[config.mk]
export PLATFORM = sky130hd
export DESIGN_NAME = servo_reply_frame_parser_flat
export DESIGN_NICKNAME = d
export VERILOG_FILES = /design/src/rtl/sfp_pkg.sv /design/src/rtl/sfp_if.sv /design/src/rtl/sfp_ram.sv /design/src/rtl/sfp_ctrl.sv /design/src/rtl/sfp_datapath.sv /design/src/rtl/servo_reply_frame_parser.sv /design/src/flat_wrapper.sv
export SDC_FILE = /design/constraint.sdc
export NUM_CORES = 1
export LEC_CHECK = 0
export ABC_AREA = 1
export BUFFER_PORTS_ARGS = -buffer_cell sky130_fd_sc_hd__buf_4
export CAP_MARGIN = 30
export CORE_MARGIN = 2
export CORE_UTILIZATION = 47
export DETAILED_ROUTE_END_ITERATION = 8
export GPL_TIMING_DRIVEN = 0
export PLACE_DENSITY = 0.73
export SYNTH_ARGS = -nofsm -noshare
export SYNTH_HDL_FRONTEND = slang
export SYNTH_SLANG_ARGS = --single-unit
[constraint.sdc]
create_clock -name clk_i -period 2.97 [get_ports clk_i]
set_input_delay 0 -clock clk_i [delete_from_list [all_inputs] [get_ports clk_i]]
set_output_delay 0 -clock clk_i [all_outputs]
set_load 0.03 [all_outputs]
[src/rtl/sfp_pkg.sv]
// ----------------------------------------------------------------------------
// sfp_pkg
// Shared constants, codes and controller/datapath types of the servo reply
// frame parser.
// ----------------------------------------------------------------------------
package sfp_pkg;

  localparam int DATA_STORE_DEPTH = 16;
  localparam int MAX_ITEMS        = 16;
  localparam int ITEM_LIM         = (DATA_STORE_DEPTH < MAX_ITEMS) ?
                                    DATA_STORE_DEPTH : MAX_ITEMS;
  localparam int STORE_AW         = (DATA_STORE_DEPTH > 1) ? $clog2(DATA_STORE_DEPTH) : 1;

  localparam logic [7:0] HEADER_RESET   = 8'hFF;
  localparam logic [8:0] POS_MAX        = 9'd511;
  localparam logic [8:0] POS_ID         = 9'd2;
  localparam logic [8:0] POS_LENGTH     = 9'd3;
  localparam logic [8:0] POS_ERROR      = 9'd4;
  localparam logic [8:0] POS_FIRST_DATA = 9'd5;
  localparam logic [8:0] CHECKSUM_OFS   = 9'd3;
  localparam logic [7:0] MIN_LENGTH     = 8'd2;

  localparam logic [2:0] STATUS_OK       = 3'd0;
  localparam logic [2:0] STATUS_FAULT    = 3'd1;
  localparam logic [2:0] STATUS_SHORT    = 3'd2;
  localparam logic [2:0] STATUS_HEADER   = 3'd3;
  localparam logic [2:0] STATUS_CHECKSUM = 3'd4;

  typedef enum logic [2:0] {
    ST_PARSE = 3'b001,
    ST_READ  = 3'b010,
    ST_SEND  = 3'b100
  } sfp_state_e;

  typedef struct packed {
    logic in_ready;   // byte channel ready
    logic take;       // byte transfer this cycle
    logic load_err;   // load error item into output register
    logic start;      // begin data run of a good frame
    logic rd;         // read store at run index
    logic load_item;  // load run item into output register
    logic step;       // advance run index
  } sfp_cmd_t;

  typedef struct packed {
    logic rx_valid;
    logic err_item;   // current byte resolves the frame with an error
    logic good;       // current byte is a matching checksum
    logic at_last;    // run index is on the final item
    logic out_free;   // output register can take an item
  } sfp_stat_t;

endpackage

[src/rtl/sfp_if.sv]
// ----------------------------------------------------------------------------
// sfp_if
// Channel interfaces of the servo reply frame parser: received bytes,
// result items and header register writes.
// ----------------------------------------------------------------------------
interface sfp_rx_if;
  logic       valid;
  logic       ready;
  logic [7:0] rx_byte;
  logic       end_of_buffer;

  modport source (output valid, rx_byte, end_of_buffer, input ready);
  modport sink   (input valid, rx_byte, end_of_buffer, output ready);
endinterface

interface sfp_res_if;
  logic       valid;
  logic       ready;
  logic [2:0] status;
  logic [7:0] servo_id;
  logic [7:0] servo_error;
  logic [7:0] data_count;
  logic [7:0] data_byte;
  logic [3:0] data_index;
  logic       data_valid;
  logic       last;

  modport source (output valid, status, servo_id, servo_error, data_count, data_byte,
                  data_index, data_valid, last, input ready);
  modport sink   (input valid, status, servo_id, servo_error, data_count, data_byte,
                  data_index, data_valid, last, output ready);
endinterface

interface sfp_cfg_if;
  logic       valid;
  logic       ready;
  logic [7:0] header_value;

  modport source (output valid, header_value, input ready);
  modport sink   (input valid, header_value, output ready);
endinterface

[src/rtl/sfp_ram.sv]
// ----------------------------------------------------------------------------
// sfp_ram
// Generic single-write, single-read RAM with registered read data.
// ----------------------------------------------------------------------------
module sfp_ram #(
  parameter int WIDTH = 8,
  parameter int DEPTH = 16,
  parameter int AW    = (DEPTH > 1) ? $clog2(DEPTH) : 1
) (
  input  logic             clk_i,
  input  logic             we_i,
  input  logic [AW-1:0]    waddr_i,
  input  logic [WIDTH-1:0] wdata_i,
  input  logic             re_i,
  input  logic [AW-1:0]    raddr_i,
  output logic [WIDTH-1:0] rdata_o
);

  logic [WIDTH-1:0] mem_q [DEPTH];
  logic [WIDTH-1:0] rdata_q;

  always_ff @(posedge clk_i) begin
    if (we_i) begin
      mem_q[waddr_i] <= wdata_i;
    end
    if (re_i) begin
      rdata_q <= mem_q[raddr_i];
    end
  end

  assign rdata_o = rdata_q;

endmodule

[src/rtl/sfp_ctrl.sv]
// ----------------------------------------------------------------------------
// sfp_ctrl
// Controller: byte intake while parsing, then the read/send run that
// delivers the data items of a good frame.
// ----------------------------------------------------------------------------
module sfp_ctrl import sfp_pkg::*; (
  input  logic      clk_i,
  input  logic      rst_ni,
  input  sfp_stat_t stat_i,
  output sfp_cmd_t  cmd_o
);

  sfp_state_e state_q, state_d;

  always_comb begin
    state_d = state_q;
    cmd_o   = '0;
    unique case (state_q)
      ST_PARSE: begin
        cmd_o.in_ready = stat_i.out_free;
        cmd_o.take     = stat_i.rx_valid && stat_i.out_free;
        if (cmd_o.take) begin
          cmd_o.load_err = stat_i.err_item;
          if (stat_i.good) begin
            cmd_o.start = 1'b1;
            state_d     = ST_READ;
          end
        end
      end
      ST_READ: begin
        cmd_o.rd = 1'b1;
        state_d  = ST_SEND;
      end
      ST_SEND: begin
        if (stat_i.out_free) begin
          cmd_o.load_item = 1'b1;
          if (stat_i.at_last) begin
            state_d = ST_PARSE;
          end else begin
            cmd_o.step = 1'b1;
            state_d    = ST_READ;
          end
        end
      end
      default: state_d = ST_PARSE;
    endcase
  end

  always_ff @(posedge clk_i or negedge rst_ni) begin
    if (!rst_ni) begin
      state_q <= ST_PARSE;
    end else begin
      state_q <= state_d;
    end
  end

endmodule

[src/rtl/sfp_datapath.sv]
// ----------------------------------------------------------------------------
// sfp_datapath
// Frame tracking, checksum, data store and output register of the servo
// reply frame parser.
// ----------------------------------------------------------------------------
module sfp_datapath import sfp_pkg::*; (
  input  logic      clk_i,
  input  logic      rst_ni,
  sfp_rx_if.sink    rx_i,
  sfp_res_if.source res_o,
  sfp_cfg_if.sink   cfg_i,
  input  sfp_cmd_t  cmd_i,
  output sfp_stat_t stat_o
);

  logic [7:0] hdr_q;
  logic [8:0] pos_q;
  logic       hb_q;
  logic       resolved_q;
  logic [7:0] sum_q;
  logic [7:0] id_q, len_q, err_q;

  logic [3:0] emit_cnt_q, last_idx_q;
  logic       nodata_q;

  logic       out_valid_q;
  logic [2:0] o_status_q;
  logic [7:0] o_id_q, o_err_q, o_count_q, o_byte_q;
  logic [3:0] o_index_q;
  logic       o_dvalid_q, o_last_q;

  logic       act, p_lt2, p_ge5;
  logic       v_hdr, v_len, v_ck, v_data, v_eob, ck_ok;
  logic [8:0] idx;
  logic       store_we;
  logic [7:0] ram_rdata;
  logic [7:0] count;
  logic [7:0] count_m1;
  logic [3:0] last_idx_d;
  logic [2:0] err_status;

  assign cfg_i.ready = 1'b1;
  assign rx_i.ready  = cmd_i.in_ready;

  // Byte classification
  assign act    = !resolved_q;
  assign p_lt2  = (pos_q < POS_ID);
  assign p_ge5  = (pos_q >= POS_FIRST_DATA);
  assign v_hdr  = act && p_ge5 && hb_q;
  assign v_len  = act && p_ge5 && !hb_q && (len_q < MIN_LENGTH);
  assign v_ck   = act && p_ge5 && !hb_q && (len_q >= MIN_LENGTH) &&
                  (pos_q == ({1'b0, len_q} + CHECKSUM_OFS));
  assign v_data = act && p_ge5 && !hb_q && (len_q >= MIN_LENGTH) && !v_ck;
  assign ck_ok  = (~sum_q == rx_i.rx_byte);
  assign v_eob  = act && !(v_hdr || v_len || v_ck) && rx_i.end_of_buffer;
  assign idx    = pos_q - POS_FIRST_DATA;

  assign store_we = cmd_i.take && v_data && (idx < 9'(DATA_STORE_DEPTH));

  always_comb begin
    priority if (v_hdr) begin
      err_status = STATUS_HEADER;
    end else if (v_ck) begin
      err_status = STATUS_CHECKSUM;
    end else begin
      err_status = STATUS_SHORT;
    end
  end

  assign stat_o.rx_valid = rx_i.valid;
  assign stat_o.err_item = v_hdr || v_len || v_eob || (v_ck && !ck_ok);
  assign stat_o.good     = v_ck && ck_ok;
  assign stat_o.at_last  = (emit_cnt_q == last_idx_q);
  assign stat_o.out_free = !out_valid_q || res_o.ready;

  // Items of the data run
  assign count    = len_q - MIN_LENGTH;
  assign count_m1 = count - 8'd1;
  always_comb begin
    priority if (count == 8'd0) begin
      last_idx_d = 4'd0;
    end else if (count >= 8'(ITEM_LIM)) begin
      last_idx_d = 4'(ITEM_LIM - 1);
    end else begin
      last_idx_d = count_m1[3:0];
    end
  end

  sfp_ram #(
    .WIDTH (8),
    .DEPTH (DATA_STORE_DEPTH)
  ) u_store (
    .clk_i   (clk_i),
    .we_i    (store_we),
    .waddr_i (STORE_AW'(idx)),
    .wdata_i (rx_i.rx_byte),
    .re_i    (cmd_i.rd),
    .raddr_i (STORE_AW'(emit_cnt_q)),
    .rdata_o (ram_rdata)
  );

  always_ff @(posedge clk_i or negedge rst_ni) begin
    if (!rst_ni) begin
      hdr_q <= HEADER_RESET;
    end else if (cfg_i.valid) begin
      hdr_q <= cfg_i.header_value;
    end
  end

  always_ff @(posedge clk_i or negedge rst_ni) begin
    if (!rst_ni) begin
      pos_q      <= '0;
      hb_q       <= 1'b0;
      resolved_q <= 1'b0;
      sum_q      <= '0;
    end else if (cmd_i.take) begin
      if (rx_i.end_of_buffer) begin
        pos_q      <= '0;
        hb_q       <= 1'b0;
        resolved_q <= 1'b0;
        sum_q      <= '0;
      end else if (act) begin
        if (pos_q != POS_MAX) begin
          pos_q <= pos_q + 9'd1;
        end
        if (p_lt2 && (rx_i.rx_byte != hdr_q)) begin
          hb_q <= 1'b1;
        end
        if ((!p_lt2 && !p_ge5) || v_data) begin
          sum_q <= sum_q + rx_i.rx_byte;
        end
        resolved_q <= v_hdr || v_len || v_ck;
      end
    end
  end

  always_ff @(posedge clk_i) begin
    if (cmd_i.take && act) begin
      if (pos_q == POS_ID) begin
        id_q <= rx_i.rx_byte;
      end
      if (pos_q == POS_LENGTH) begin
        len_q <= rx_i.rx_byte;
      end
      if (pos_q == POS_ERROR) begin
        err_q <= rx_i.rx_byte;
      end
    end
    if (cmd_i.start) begin
      emit_cnt_q <= '0;
      last_idx_q <= last_idx_d;
      nodata_q   <= (count == 8'd0);
    end else if (cmd_i.step) begin
      emit_cnt_q <= emit_cnt_q + 4'd1;
    end
  end

  // Output register
  always_ff @(posedge clk_i or negedge rst_ni) begin
    if (!rst_ni) begin
      out_valid_q <= 1'b0;
    end else if (cmd_i.load_err || cmd_i.load_item) begin
      out_valid_q <= 1'b1;
    end else if (res_o.ready) begin
      out_valid_q <= 1'b0;
    end
  end

  always_ff @(posedge clk_i) begin
    if (cmd_i.load_err) begin
      o_status_q <= err_status;
      o_id_q     <= '0;
      o_err_q    <= '0;
      o_count_q  <= '0;
      o_byte_q   <= '0;
      o_index_q  <= '0;
      o_dvalid_q <= 1'b0;
      o_last_q   <= 1'b1;
    end else if (cmd_i.load_item) begin
      o_status_q <= (err_q != 8'd0) ? STATUS_FAULT : STATUS_OK;
      o_id_q     <= id_q;
      o_err_q    <= err_q;
      o_count_q  <= count;
      o_byte_q   <= nodata_q ? 8'd0 : ram_rdata;
      o_index_q  <= emit_cnt_q;
      o_dvalid_q <= !nodata_q;
      o_last_q   <= (emit_cnt_q == last_idx_q);
    end
  end

  assign res_o.valid       = out_valid_q;
  assign res_o.status      = o_status_q;
  assign res_o.servo_id    = o_id_q;
  assign res_o.servo_error = o_err_q;
  assign res_o.data_count  = o_count_q;
  assign res_o.data_byte   = o_byte_q;
  assign res_o.data_index  = o_index_q;
  assign res_o.data_valid  = o_dvalid_q;
  assign res_o.last        = o_last_q;

endmodule

[src/rtl/servo_reply_frame_parser.sv]
// ----------------------------------------------------------------------------
// servo_reply_frame_parser
// Streaming parser of servo reply frames: header check, length, error byte,
// data store and checksum, one result item per stored data byte, or a single item for a frame with none.
// ----------------------------------------------------------------------------
// Bytes are taken one per cycle while parsing, as long as the output register
// is free or being drained; a byte whose verdict is an error leaves a single
// item in the output register. After a matching checksum byte the input
// stalls while the data run is delivered, up to 16 items: each is a store read
// and then an output load, as the read port of the data store is registered.
// Only the first DATA_STORE_DEPTH data bytes are kept; data_count
// always reports the full count. The header register is written through the
// configuration channel, which is always ready.
module servo_reply_frame_parser import sfp_pkg::*; (
  input  logic      clk_i,
  input  logic      rst_ni,
  sfp_rx_if.sink    rx_i,
  sfp_res_if.source res_o,
  sfp_cfg_if.sink   cfg_i
);

  sfp_cmd_t  cmd;
  sfp_stat_t stat;

  sfp_ctrl u_ctrl (
    .clk_i  (clk_i),
    .rst_ni (rst_ni),
    .stat_i (stat),
    .cmd_o  (cmd)
  );

  sfp_datapath u_datapath (
    .clk_i  (clk_i),
    .rst_ni (rst_ni),
    .rx_i   (rx_i),
    .res_o  (res_o),
    .cfg_i  (cfg_i),
    .cmd_i  (cmd),
    .stat_o (stat)
  );

endmodule

[src/flat_wrapper.sv]
// flat-port wrapper written by rule: the top's interface ports become plain ports
module servo_reply_frame_parser_flat import sfp_pkg::*;
  (clk_i, rst_ni, rx_i_valid, rx_i_rx_byte, rx_i_end_of_buffer, rx_i_ready, res_o_valid, res_o_status, res_o_servo_id, res_o_servo_error, res_o_data_count, res_o_data_byte, res_o_data_index, res_o_data_valid, res_o_last, res_o_ready, cfg_i_valid, cfg_i_header_value, cfg_i_ready);
  sfp_rx_if rx_i_i ();
  sfp_res_if res_o_i ();
  sfp_cfg_if cfg_i_i ();
  input  logic clk_i;
  input  logic rst_ni;
  input wire logic [$bits(rx_i_i.valid)-1:0] rx_i_valid;
  input wire logic [$bits(rx_i_i.rx_byte)-1:0] rx_i_rx_byte;
  input wire logic [$bits(rx_i_i.end_of_buffer)-1:0] rx_i_end_of_buffer;
  output wire logic [$bits(rx_i_i.ready)-1:0] rx_i_ready;
  output wire logic [$bits(res_o_i.valid)-1:0] res_o_valid;
  output wire logic [$bits(res_o_i.status)-1:0] res_o_status;
  output wire logic [$bits(res_o_i.servo_id)-1:0] res_o_servo_id;
  output wire logic [$bits(res_o_i.servo_error)-1:0] res_o_servo_error;
  output wire logic [$bits(res_o_i.data_count)-1:0] res_o_data_count;
  output wire logic [$bits(res_o_i.data_byte)-1:0] res_o_data_byte;
  output wire logic [$bits(res_o_i.data_index)-1:0] res_o_data_index;
  output wire logic [$bits(res_o_i.data_valid)-1:0] res_o_data_valid;
  output wire logic [$bits(res_o_i.last)-1:0] res_o_last;
  input wire logic [$bits(res_o_i.ready)-1:0] res_o_ready;
  input wire logic [$bits(cfg_i_i.valid)-1:0] cfg_i_valid;
  input wire logic [$bits(cfg_i_i.header_value)-1:0] cfg_i_header_value;
  output wire logic [$bits(cfg_i_i.ready)-1:0] cfg_i_ready;
  assign rx_i_i.valid = rx_i_valid;
  assign rx_i_i.rx_byte = rx_i_rx_byte;
  assign rx_i_i.end_of_buffer = rx_i_end_of_buffer;
  assign rx_i_ready = rx_i_i.ready;
  assign res_o_valid = res_o_i.valid;
  assign res_o_status = res_o_i.status;
  assign res_o_servo_id = res_o_i.servo_id;
  assign res_o_servo_error = res_o_i.servo_error;
  assign res_o_data_count = res_o_i.data_count;
  assign res_o_data_byte = res_o_i.data_byte;
  assign res_o_data_index = res_o_i.data_index;
  assign res_o_data_valid = res_o_i.data_valid;
  assign res_o_last = res_o_i.last;
  assign res_o_i.ready = res_o_ready;
  assign cfg_i_i.valid = cfg_i_valid;
  assign cfg_i_i.header_value = cfg_i_header_value;
  assign cfg_i_ready = cfg_i_i.ready;
  servo_reply_frame_parser u_core (.clk_i(clk_i), .rst_ni(rst_ni), .rx_i(rx_i_i), .res_o(res_o_i), .cfg_i(cfg_i_i));
endmodule
# == After elaboration in Yosys (flattened, before gate mapping) ==
# Memories as Yosys holds them, arrays and structs flattened. A register that Yosys moved wholly into a read port is not among the register bits.
# Cells that the tools add are included.
# word_totals
ramBits,128
rom_bits,0
latchBits,0
mem_count,1
reg_bits,105
out_inout_bits,44
# mem_list
memory,words,word_bits,rd,rd_clocked_by_memory_dff,write_ports,line_no,text
u_core.u_datapath.u_store.mem_q,16,8,1,1,1,sfp_ram.sv:19,logic [WIDTH-1:0] mem_q [DEPTH];
# op_classes
eq_ne,15
order_cmp,6
addsub,7
mux,34
div,0
mul,0
reduce_logical,47
bitwise_logic,1
shift,0
# ops
cell,count
8-bit two-way mux,4
9-bit two-way mux,3
3-bit two-way mux,7
"9-bit by 2-bit equality test with 1-bit output, second input constant",2
1-bit logical AND,17
1-bit two-way mux,13
3-bit AND reduction,4
2-bit nonzero test,5
"8-bit by 2-bit adder with 9-bit output, second input constant",1
"9-bit by 1-bit adder with 9-bit output, second input constant",1
"9-bit by 3-bit equality test with 1-bit output, second input constant",1
9-bit equality test,1
"9-bit by 3-bit greater-or-equal comparator with 1-bit output, second input constant",1
1-bit zero test,9
"9-bit by 2-bit < comparator with 1-bit output, second input constant",1
"9-bit by 5-bit < comparator with 1-bit output, second input constant",1
"9-bit != test, second input constant",1
3-bit case mux with 3 select lines,1
"9-bit by 3-bit subtractor with 9-bit output, second input constant",1
8-bit adder,1
8-bit equality test,1
"8-bit by 2-bit greater-or-equal comparator with 1-bit output, second input constant",1
"8-bit by 5-bit greater-or-equal comparator with 1-bit output, second input constant",1
8-bit zero test,1
17 further kinds,31

# == Logic depth before layout (Yosys ltp) ==
# logic_depth
depth_word,17
ltp_mapped,17

# == Modules after synthesis ==
# From an unflattened synthesis, not the netlist that was laid out.
# unflattened
hier_cells,1154
area_unflattened_um2,11128.2
# by_module_without_submodules
module,area_each_um2,seq_area_each_um2,cells_each,n_inst
sfp_ram,5851.9,4083.9,553,1
sfp_datapath,5047.3,2512.4,569,1
sfp_ctrl,229.0,76.3,32,1

# == Worst setup path before layout ==
# Ideal clock, no wire load.
# synth_timing
kind,reg2reg
startpoint,register u_core.u_datapath.len_q[1]
endpoint,"memory u_core.u_datapath.u_store.mem_q[12][0], enable pin"
period_less_slack_ns,2.464
stages_incl_launch_ff,15
path_buffers,0
slack_ns,0.506
arrival_time_ns,2.093
required_ns,2.600
setup_ns,0.370
cell_sequence,edfxtp_1 -> inv_1 -> ha_1 -> nand2_1 -> nand2_1 -> nand3_1 -> nand2_1 -> nand2_1 -> nand2_1 -> nor2_4 -> nand2_1 -> nand2_1 -> nor3_2 -> nand2_1 -> nor2_1
# synth_between
elab_chain_cells,9
word_cells_on_any_way,11
# synth_lines
item,line_no,text
"start, declared",sfp_datapath.sv:21,"logic [7:0] id_q, len_q, err_q;"
"start signal, assigned",sfp_datapath.sv:143,len_q <= rx_i.rx_byte;
8-bit by 2-bit adder with 9-bit output / 8-bit by 2-bit greater-or-equal comparator with 1-bit output (equally long branches),"sfp_datapath.sv:52, sfp_datapath.sv:51, sfp_datapath.sv:53",
9-bit equality test / 1-bit logical AND (equally long branches),"sfp_datapath.sv:52, sfp_datapath.sv:51, sfp_datapath.sv:53",
1-bit logical AND,sfp_datapath.sv:51,assign v_ck = act && p_ge5 && !hb_q && (len_q >= MIN_LENGTH) &&
1-bit zero test,sfp_datapath.sv:53,assign v_data = act && p_ge5 && !hb_q && (len_q >= MIN_LENGTH) && !v_ck;
1-bit logical AND *,sfp_datapath.sv:53,
1-bit logical AND * (2 in a row),sfp_datapath.sv:58,assign store_we = cmd_i.take && v_data && (idx < 9'(DATA_STORE_DEPTH));
1-bit two-way mux *,sfp_ram.sv:23,if (we_i) begin
1-bit two-way mux (implied by the code) *,sfp_ram.sv:24,mem_q[waddr_i] <= wdata_i;
"end, declared",sfp_ram.sv:19,
# Every way passes the cells marked *; elsewhere a longest branch is shown, timed or not.

# == Worst setup path in the final report ==
# layout_timing
startpoint,register u_core.u_datapath.pos_q[1]
endpoint,"memory u_core.u_datapath.u_store.mem_q[2][4], enable pin"
# layout_between
elab_chain_cells,11
word_cells_on_any_way,14
# layout_lines
item,line_no,text
"start, declared",sfp_datapath.sv:17,logic [8:0] pos_q;
"start signal, assigned",sfp_datapath.sv:124,pos_q <= pos_q + 9'd1;
"parallel branches: the longest is 11 deep, another holds 9-bit by 3-bit subtractor with 9-bit output",-,
# Several ways; the timed one is not identified.

==> out/summary.md <==
## Cells and area
• **Finished Core Util** 0.5843
• **fin cells** 1385
• **Syn-to-layout area delta** 21.48%
• **Filler cells** 1755
• **fin nets** 1133
• **share of cells above drive strength 1** 0.1801
• **diode insertion count for antenna repair** 0

## Critical path
• **worst flop-to-flop path startpoint** u_core.u_datapath.pos_q[1]$_DFFE_PN0P_
• **data required time of the critical path** 3.15 ns
• **sequence of cells on the critical path** inv_2 > ha_1 > inv_1 > nor2_1 > nand4_1 > nand2_1 > nand2_1 > nor2_2 > nand2_1 > nor3_4 > buf_4 > nand2_4 > nor2_4
• **cell mode on critical path** sky130_fd_sc_hd__nand2_1
• **number of cell instances on the worst register-to-register path** 13
• **Data arrival, critical path** 3.02 ns
• **worst-case register-to-register setup slack** 0.13 ns
• **highest-delay cell along the critical path** sky130_fd_sc_hd__dfrtp_2
• **peak per-stage delay on the critical path** 0.48 ns
• **CP Max Fanout** 8
• **kind of launch point of the worst setup path** flop
• **sort of element at the end of the critical path** flop
• **critical path start-end classification** reg -> reg
• **reg-to-reg critical path endpoint** u_core.u_datapath.u_store.mem_q[2][4]$_DFFE_PP_

## Timing
• **Final Cycle Share** 0.9556
• **final slew viol count** 0
• **final-layout setup total negative slack** 0 ns
• **slack of the critical path** 0.1317 ns
• **setup-violating endpoint count in the final report** 0
• **worst clock skew** 0.02205 ns
• **Slew @ Worst Pin** 0.9406 ns
• **clock period minus final worst setup slack** 2.838 ns
• **Achievable Freq** 0.3523 GHz
• **relative slew slack** 0.3677
• **Hold Vio Cnt, Final** 0

## Floorplanning
• **vertical die dimension** 153.9 microns
• **number of placement rows** 54
• **Core Region** 0.02196 sq mm
• **starting utilization of the core area** 0.4810
• **width of the die** 153.9 microns
• **I/O Pins** 66
• **Die Outline Area** 0.02369 sq mm

## Placed design
• **weighted congestion reported at the end of routability-driven placement** 0.8848
• **cell count after placement** 1302
• **detailed placement HPWL** 17.44 mm
• **pre-CTS worst setup slack** -0.2927 ns
• **number of buffers inserted by port buffering** 63

## Detailed routing
• **number of antenna-violating nets in the routed design** 0
• **total length of routed met2 wires** 12.58 mm
• **post-detailed-routing wire length** 27.02 mm
• **number of DRC violations after detailed-routing iteration 0** 820
• **wire length on met1** 11.34 mm
• **iteration count of the initial detailed-routing pass** 7
• **amount of wire on met3 after detailed routing** 2.292 mm
• **vias per cell** 5.641
• **total vias in the final route** 7813
• **Routed WL per cell** 19.51 microns
• **highest signal layer in the routed design** met4
• **detailed-route DRC error count** 0

## Clock network
• **number of buffers added by the clock tree synthesis step** 25
• **CTS tree** done
• **htree depth** 1
• **number of buffers on the longest clock path** 3
• **Root Buffer Master** sky130_fd_sc_hd__clkbuf_16
• **Worst-Skew Late Latency** 0.52 ns
• **number of clock sinks** 241
• **Reg clk slew, reported paths** 0.06 ns

## Global route
• **global-route usage over all layers** 0.2243
• **global-route wire length before repair** 41.28 mm
• **aggregate global routing overflow** 0
• **number of antenna violations at the first check in global routing** 0
• **largest net degree at the start of global routing** 23
• **number of global-route vias before repair** 7509

## Flow run
• **max cap viols** 0

## Logic synthesis
• **Syn Nets** 1003
• **share of synthesized area occupied by flip-flops and latches** 0.6318
• **share of synthesized flip-flops with an asynchronous set or reset** 0.1286
• **post-synthesis average cell area** 11.04 sq um
• **Synth Cell Area** 0.01056 sq mm
• **share of the synthesized area in compound gates (AO/OA/AOI/OAI)** 0.08992
• **share of synthesized area spent on multiplexers** 0.03033
• **arithmetic-cell share of the synthesized area counting full adders, half adders and majority gates** 0.02914
• **synthesis-stage register bit count** 241
• **post-synthesis cell type with the largest combined area** sky130_fd_sc_hd__edfxtp_1
• **XOR/XNOR Fraction of Synth Area** 0.02156
• **main area contributors after synthesis** sky130_fd_sc_hd__edfxtp_1 48%, sky130_fd_sc_hd__dfxtp_1 8.0%, sky130_fd_sc_hd__nand2_1 6.4%
• **count of flip-flops with a built-in enable after synthesis** 168
• **Distinct cells, synth** 50
• **top-area cell type share of the netlist area** 0.4777
• **Mapped Cells** 957
• **dominant combinational cell family by area after synthesis** simple AND/OR/NAND/NOR gates
• **dominant synthesized flop cell** sky130_fd_sc_hd__edfxtp_1
• **count of synthesis-stage warnings from yosys** 0
• **share of synthesized cell area in and, or, nand and nor gates** 0.1589

## Power
• **sequential fraction of design power** 0.403
• **power density of the placed cells** 802.5 mW/mm^2
• **Sw Ratio** 0.3378
• **maximum vdd ir drop** 0.5489 mV
• **net switching power of the design** 3478 uW
• **part of the total power dissipated in the clock network** 0.312
• **internal power summed over all cells** 6818 uW
• **proportion of power drawn by combinational gates** 0.285
• **Static Leak** 0.004779 uW

## Status
• **run status** complete, no violations

## Min path
• **Hold/Removal Path Class** in -> async

==> synth_stat cells (6+ instances only) <==
cell type and number:
sky130_fd_sc_hd__nand2_1 181, sky130_fd_sc_hd__nand4_1 13, sky130_fd_sc_hd__a21oi_1 49, sky130_fd_sc_hd__dfxtp_1 42, sky130_fd_sc_hd__xnor2_1 16, sky130_fd_sc_hd__mux2_2 8, sky130_fd_sc_hd__o221ai_1 23, sky130_fd_sc_hd__mux2i_1 23
sky130_fd_sc_hd__dfstp_2 9, sky130_fd_sc_hd__nor3_1 9, sky130_fd_sc_hd__inv_1 46, sky130_fd_sc_hd__edfxtp_1 168, sky130_fd_sc_hd__xor2_1 10, sky130_fd_sc_hd__dfrtp_1 22, sky130_fd_sc_hd__ha_1 23, sky130_fd_sc_hd__nor2_1 107
sky130_fd_sc_hd__buf_4 6, sky130_fd_sc_hd__clkbuf_1 28, sky130_fd_sc_hd__o21ai_0 56, sky130_fd_sc_hd__nand3_1 41, sky130_fd_sc_hd__o211ai_1 12, sky130_fd_sc_hd__o32ai_1 8
==> critical path, delay by kind of cell (launching register included) <==
kind,cells,cell delay (ns)
adder cells (fa/ha/maj),1,0.20
buffers and inverters,3,0.37
flip-flops,1,0.48
AND/OR/NAND/NOR,9,1.46
==> sequential cells by signal (all words and copies together) (netlist names), 4 cells and up <==
name                                 count
u_core.u_datapath.u_store.mem_q        128
u_core.u_datapath.pos_q                  9
u_core.u_datapath.err_q                  8
u_core.u_datapath.hdr_q                  8
u_core.u_datapath.id_q                   8
u_core.u_datapath.len_q                  8
u_core.u_datapath.res_o.data_byte        8
u_core.u_datapath.res_o.data_count       8
u_core.u_datapath.res_o.servo_error      8
u_core.u_datapath.res_o.servo_id         8
u_core.u_datapath.sum_q                  8
u_core.u_datapath.u_store.rdata_o        8
u_core.u_datapath.emit_cnt_q             4
u_core.u_datapath.last_idx_q             4
u_core.u_datapath.res_o.data_index       4
==> per-layer routing <==
metal,vias to the layer above,track usage
li1,3639,-
met1,3719,0.3045
met2,381,0.3591
met3,74,0.04622
met4,0,0.08411
met5,-,0
==> worst max path at each step <==
stage / cells past startpoint / from / slack (ns) / end
after global placement: 4 / u_core.u_ctrl.state_q[0]$_DFFE_PN1P_ / -0.28 / u_core.u_datapath.id_q[0]$_DFFE_PP_
after CTS: 12 / u_core.u_datapath.pos_q[1]$_DFFE_PN0P_ / -0.19 / u_core.u_datapath.u_store.mem_q[14][5]$_DFFE_PP_
final: 13 / u_core.u_datapath.pos_q[1]$_DFFE_PN0P_ / 0.13 / u_core.u_datapath.u_store.mem_q[2][4]$_DFFE_PP_
after global routing: 15 / u_core.u_datapath.len_q[0]$_DFFE_PP_ / -0.04 / u_core.u_datapath.u_store.mem_q[2][4]$_DFFE_PP_
after detailed placement: 12 / u_core.u_datapath.pos_q[1]$_DFFE_PN0P_ / -0.29 / u_core.u_datapath.u_store.mem_q[12][1]$_DFFE_PP_
after floorplan: 14 / u_core.u_datapath.len_q[1]$_DFFE_PP_ / 0.51 / u_core.u_datapath.u_store.mem_q[12][0]$_DFFE_PP_
==> what timing repair did <==
item	4_1_cts	5_1_grt
setup endpoints to repair	128	136
setup buffers	0	8
hold buffers	29	0
pin swaps	0	8
hold endpoints to repair	200	0
gates resized for setup	17	26
==> cell usage in the layout (no fill, tap or decap), drive strengths merged, types with 2 or more instances in the layout <==
cell type	count
dfstp	9
xor2	10
o21ai	57
nor4b	2
mux2i	23
o211ai	12
nor2	116
or2	5
buf	87
clkbuf	59
dfxtp	42
xnor2	16
nor4	3
clkinv	12
edfxtp	168
nor3	10
o221ai	23
nand4	13
clkinvlp	2
o32ai	8
nand3	44
inv	52
bufinv	3
a21oi	49
nor3b	2
dlygate4sd3	28
dfrtp	22
ha	23
nand2	187
mux2	8
==> cell families after synthesis <==
group | Yosys count
compound gates | 156
xor+xnor | 26
fa+ha+maj | 24
buf+inv | 95
flops | 241
mux | 31
other cells | 1
simple gates | 383
==> power groups by stage <==
| stage | Sequential (uW) | Clock (uW) | Combinational [uW] |
|---|---|---|---|
| after CTS | 4150 | 3240 | 2830 |
| after global placement | 4210 | 0 | 2650 |
| after detailed placement | 4220 | 0 | 2730 |
| final | 4150 | 3210 | 2940 |
| after floorplan | 4500 | 0 | 1490 |
| after global routing | 4190 | 3390 | 3160 |
==> area by class of cell <==
class	instances	area [sq um]	share of cell area
well taps	280	350.3	0.02731
clock buffers	30	685.7	0.05344
multi-input cells	621	3655	0.2849
flip-flops and latches	241	6674	0.5202
plain buffers	41	197.7	0.01541
repair buffers	103	905.9	0.07061
clock inverters	15	157.7	0.01229
inverters	54	203.9	0.01590
==> metrics by stage <==
step / total power [uW] / instance area, sq um / hold WS, ns
6_report: 10300 / 12830 / 0.1124
5_1_grt: 10730 / 12830 / 0.09952
3_3_place_gp: 6859 / 11380 / -0.02596
2_1_floorplan: 5984 / 10560 / -0.2956
3_5_place_dp: 6942 / 11420 / -0.03000
4_1_cts: 10220 / 12620 / 0.07231
(Power assumes the default switching activity.)
